`config.mk`:
```
export PLATFORM = sky130hd
export DESIGN_NAME = awcb_regs
export DESIGN_NICKNAME = d
export VERILOG_FILES = /design/src/sv/awcb_pkg.sv /design/src/sv/awcb_regs.sv
export SDC_FILE = /design/constraint.sdc
export NUM_CORES = 1
export LEC_CHECK = 0
export BUFFER_PORTS_ARGS = -buffer_cell sky130_fd_sc_hd__clkbuf_2
export CAP_MARGIN = 15
export CORE_AREA = 5 5 147 149
export CTS_CLUSTER_DIAMETER = 40
export DETAILED_ROUTE_END_ITERATION = 7
export DIE_AREA = 0 0 152 154
export GPL_TIMING_DRIVEN = 0
export PLACE_DENSITY_LB_ADDON = 0.05
export SLEW_MARGIN = 20
export SYNTH_ARGS = -nofsm -noshare
export SYNTH_HDL_FRONTEND = slang
export SYNTH_SLANG_ARGS = --single-unit
export TNS_END_PERCENT = 30
```
`constraint.sdc`:
```
create_clock -name clk -period 2.8 [get_ports clk]
set_input_delay 0.84 -clock clk [delete_from_list [all_inputs] [get_ports clk]]
set_output_delay 0.84 -clock clk [all_outputs]
set_load 0.03 [all_outputs]
```
`src/sv/awcb_pkg.sv`:
```
// Package for the affine warp block: payload structs, register codes, frame geometry.
// Used by every module of the block; depends on nothing.
package awcb_pkg;

  localparam int FrameWidth  = 64;
  localparam int FrameHeight = 64;
  localparam int MaxBlur     = 20;
  localparam int XW = $clog2(FrameWidth);
  localparam int YW = $clog2(FrameHeight);
  localparam int AW = XW + YW;

  localparam logic [2:0] REG_COS   = 3'd0;
  localparam logic [2:0] REG_SIN   = 3'd1;
  localparam logic [2:0] REG_SCALE = 3'd2;
  localparam logic [2:0] REG_SHX   = 3'd3;
  localparam logic [2:0] REG_SHY   = 3'd4;
  localparam logic [2:0] REG_BLUR  = 3'd5;
  localparam logic [2:0] REG_OPAC  = 3'd6;
  localparam logic [2:0] REG_BG    = 3'd7;

  typedef struct packed {
    logic       req_type;
    logic [5:0] pos_x;
    logic [5:0] pos_y;
    logic [7:0] in_red;
    logic [7:0] in_green;
    logic [7:0] in_blue;
    logic [7:0] in_alpha;
  } req_t;

  typedef struct packed {
    logic [7:0] out_red;
    logic [7:0] out_green;
    logic [7:0] out_blue;
    logic [7:0] out_alpha;
    logic       out_border;
  } res_t;

  typedef struct packed {
    logic signed [15:0] rot_cos;
    logic signed [15:0] rot_sin;
    logic [16:0]        inv_scale;
    logic signed [17:0] shake_x;
    logic signed [17:0] shake_y;
    logic [4:0]         cross_rad;
    logic [8:0]         opacity;
    logic [23:0]        back_rgb;
  } cfg_t;

  // opacity scaling with saturation
  function automatic logic [7:0] scale_alpha(input logic [7:0] a, input logic [8:0] op);
    logic [16:0] v;
    v = ({9'd0, a} * {8'd0, op}) >> 8;
    return (v > 17'd255) ? 8'd255 : v[7:0];
  endfunction

endpackage

```
`src/sv/awcb_regs.sv`:
```
// APB register file for the warp settings.
// Depends on awcb_pkg.
module awcb_regs import awcb_pkg::*; (
  input  logic        clk,
  input  logic        rst,
  input  logic        psel,
  input  logic        penable,
  input  logic        pwrite,
  input  logic [4:0]  paddr,
  input  logic [31:0] pwdata,
  output logic [31:0] prdata,
  output logic        pready,
  output cfg_t        cfg
);
  logic [2:0] idx;
  assign idx = paddr[4:2];
  assign pready = 1'b1;

  always_ff @(posedge clk) begin
    if (rst) begin
      cfg.rot_cos     <= 16'sd16384;
      cfg.rot_sin     <= '0;
      cfg.inv_scale   <= 17'd36409;
      cfg.shake_x     <= '0;
      cfg.shake_y     <= '0;
      cfg.cross_rad   <= '0;
      cfg.opacity     <= 9'd256;
      cfg.back_rgb    <= '0;
    end else if (psel && penable && pwrite) begin
      unique case (idx)
        REG_COS:   cfg.rot_cos     <= pwdata[15:0];
        REG_SIN:   cfg.rot_sin     <= pwdata[15:0];
        REG_SCALE: cfg.inv_scale   <= pwdata[16:0];
        REG_SHX:   cfg.shake_x     <= pwdata[17:0];
        REG_SHY:   cfg.shake_y     <= pwdata[17:0];
        REG_BLUR:  cfg.cross_rad   <= pwdata[4:0];
        REG_OPAC:  cfg.opacity     <= pwdata[8:0];
        default:   cfg.back_rgb    <= pwdata[23:0];
      endcase
    end
  end

  always_comb begin
    unique case (idx)
      REG_COS:   prdata = {16'd0, cfg.rot_cos};
      REG_SIN:   prdata = {16'd0, cfg.rot_sin};
      REG_SCALE: prdata = {15'd0, cfg.inv_scale};
      REG_SHX:   prdata = {14'd0, cfg.shake_x};
      REG_SHY:   prdata = {14'd0, cfg.shake_y};
      REG_BLUR:  prdata = {27'd0, cfg.cross_rad};
      REG_OPAC:  prdata = {23'd0, cfg.opacity};
      default:   prdata = {8'd0, cfg.back_rgb};
    endcase
  end
endmodule

```
==> impl_metrics.py <==
metrics = {
    "outcome": {
        "status": "finished, violations left",
        "failed_checks": "setup timing",
    },
    "yosys": {
        "synth_area_sq_um": 6110,
        "async_reset_ff_share_pct": 0,
        "syn_inst": 747,
        "yosysWarnings": 0,
        "syn_area_per_cell_sq_um": 8.18,
        "ys_types": 48,
        "yosysTopAreaCellShare_pct": 40.3,
        "synth-main-ff-cell": "dfxtp_1",
        "yosysTopAreaCell": "dfxtp_1",
        "yosysSeqAreaShare_pct": 40.3,
        "ys_top_cells_by_area": "dfxtp_1, a21oi_1, o21ai_1",
        "synth-seq-cells": 123,
        "synth-edff-count": 0,
    },
    "final_layout": {
        "final_common_cell": "clkbuf_2",
        "drive_gt1_share_pct": 35.1,
        "largest_reg_flops": 123,
        "antenna_cells": 0,
        "top_register": "cfg",
        "final_cell_area_sq_um": 8800,
        "syn2layout_area_growth_pct": 44.1,
        "nNetsFinal": 1010,
        "reg_top3": "cfg x123",
        "most-common-layout-cells": "clkbuf_2, dfxtp_1, o21ai_1",
    },
    "worst_hold_path": {
        "hold_start": "cfg[23]",
        "worstHoldPathCells": 2,
        "hp-class": "flip-flop to flip-flop",
        "min_delay_worst_endpoint": "cfg[23]",
    },
    "drt": {
        "vias": 6877,
        "drt-total-wl_um": 30600,
        "dr.pass1.iters": 5,
        "vias_per_cell": 5.51,
        "dr.first_iter.drc_count": 537,
        "antenna_left": 0,
        "wl_per_cell_um": 24.5,
        "drc": 0,
    },
    "setup_path": {
        "crit_path_start_kind": "input pin",
        "worstPathMaxFanout": 6,
        "crit_type": "input pin to output port",
        "timing.rr.start": "cfg[26]",
        "worstPathArrival_ns": 2.10,
        "reg2reg_depth": 3,
        "r2r_end": "cfg[26]",
        "required_ns": 1.96,
        "rrSetupSlack_ns": 1.98,
        "endpoint_kind": "output port",
    },
    "sta": {
        "tightest_slew_ns": 0.732,
        "rsz0062_at_grt": "yes",
        "final_max_slew_viol_count": 0,
        "postLayoutSetupSlackWorst_ns": -0.137,
        "fin_crit_ns": 2.94,
        "finalClockSkew_ns": 0,
        "final-setup-viol-count": 17,
        "finalCritPeriodShare_pct": 105,
        "fin_setup_tns_ns": -1.57,
        "maxSlewHeadroom_pct": 51.2,
        "fmax_mhz": 340,
        "hold_viol": 0,
    },
    "die": {
        "die_x_um": 152,
        "rows": 52,
        "die_y_um": 154,
        "die_area_sq_um": 23400,
        "core_sq_um": 20000,
        "start_util_pct": 30.5,
        "io_pins": 198,
    },
    "clocking": {
        "clock_path_buffers": 2,
        "cts_sinks": 123,
        "cts.htree.levels": 4,
        "cts_tree": "yes",
        "clkTransAtPathRegs_ns": 0.05,
        "cts_buffers": 17,
        "cts_hold_buf": 0,
        "clock_latency_ns": 0.42,
        "root_buffer": "clkbuf_16",
    },
    "global_routing": {
        "antenna_found_initial": 0,
        "grt_pass1_wl_um": 44700,
        "track_usage_pct": 25.1,
        "grt_overflow": 0,
        "grt_start_max_net_pins": 17,
        "grt_pass1_vias": 6723,
    },
    "power_and_ir_drop": {
        "max-vdd-ir-drop_mv": 0.398,
        "leakage_nw": 3.48,
        "p_per_area_nw_per_um2": 536,
        "power_w": 0.00471,
    },
    "place": {
        "gp_congestion": 0.874,
        "io_buffers": 177,
        "hpwl_um": 22700,
        "placed_area_sq_um": 7360,
    },
    "job": {
        "maxCapViolations": 0,
    },
}
[cell usage after synthesis (2+ instances only)]
library cell	instances
and2_1	5
nand3_2	2
o32a_1	2
mux2i_1	14
nor3b_1	3
buf_4	28
nor2_1	31
o22a_1	6
o32ai_1	2
or4b_1	2
or4bb_1	2
o21ai_0	49
a221oi_1	16
clkbuf_1	26
a21oi_1	98
mux4_2	3
o22ai_1	7
dfxtp_1	123
buf_6	3
nand2_1	5
a22oi_1	3
clkbuf_2	4
nor2_4	2
nand2b_1	22
a32o_1	3
nor2b_2	3
nand3b_1	11
nand4_1	9
o21ai_1	95
nor2b_1	26
or2_1	2
mux2_2	7
buf_2	22
conb_1	2
and3_1	7
buf_1	4
nand3_1	85
inv_1	3
[metal layers]
metal	vias to the layer above	share of wire (%)	global-route usage, %
met5	-	0	0
met4	0	2.7	8.01
met3	49	6.7	5.31
met2	316	45	39.6
met1	3358	45	34.3
li1	3154	-	-
[logic make-up after synthesis]
family / Yosys count / synth area share (%)
AO/OA/AOI/OAI: 284 / 25.6
flip-flops: 123 / 40.3
AND/OR/NAND/NOR: 223 / 21.0
other: 2 / 0.123
buffers and inverters: 91 / 8.22
multiplexers: 24 / 4.69
[final cells by class]
class,count,area (sq um)
Multi-Input combinational cell,540,3440
Inverter,4,18.8
Clock inverter,8,118
Fill cell,2144,11200
Timing Repair Buffer,195,1310
Clock buffer,22,474
Sequential cell,123,2460
Tap cell,270,338
Buffer,87,643
[power breakdown]
part           internal (W)  switching (W)  total (W)
combinational      0.000235       0.000430   0.000665
sequential          0.00176      0.0000152    0.00178
clock               0.00145       0.000815    0.00227
total               0.00345        0.00126    0.00471
[repair_timing]
item / in CTS / in global routing
setup endpoints to repair: 24 / 18
resized for setup: 118 / 25
pin swaps: 26 / 17
setup buffers: 11 / 4
gates cloned: 3 / 0
[worst max-delay path, cell delays in order]
cell	delay, ns
clkbuf_16	0.12
buf_8	0.12
clkinvlp_4	0.17
a32o_1	0.29
o32a_1	0.38
clkbuf_8	0.17
[through the flow]
step / utilization [%] / std cells / setup WS (ns) / hold WS (ns)
2_1_floorplan: - / 754 / -0.0476 / 0.614
3_3_place_gp: 36.8 / 1201 / -0.601 / 0.484
3_5_place_dp: 36.8 / 1201 / -0.610 / 0.488
4_1_cts: 43.3 / 1245 / -0.119 / 0.496
5_1_grt: 43.9 / 1249 / -0.168 / 0.529
6_report: 43.9 / 1249 / -0.137 / 0.497
[worst max path at each step]
stage          startpoint    endpoint  slack, ns
2_1_floorplan    paddr[4]  prdata[14]      -0.05
3_3_place_gp     paddr[4]  prdata[16]      -0.60
3_5_place_dp     paddr[4]  prdata[14]      -0.61
4_1_cts          paddr[4]   prdata[1]      -0.12
5_1_grt          paddr[4]   prdata[3]      -0.17
6_report         paddr[4]   prdata[0]      -0.14
Note: power is estimated with default switching activity, not from simulation.
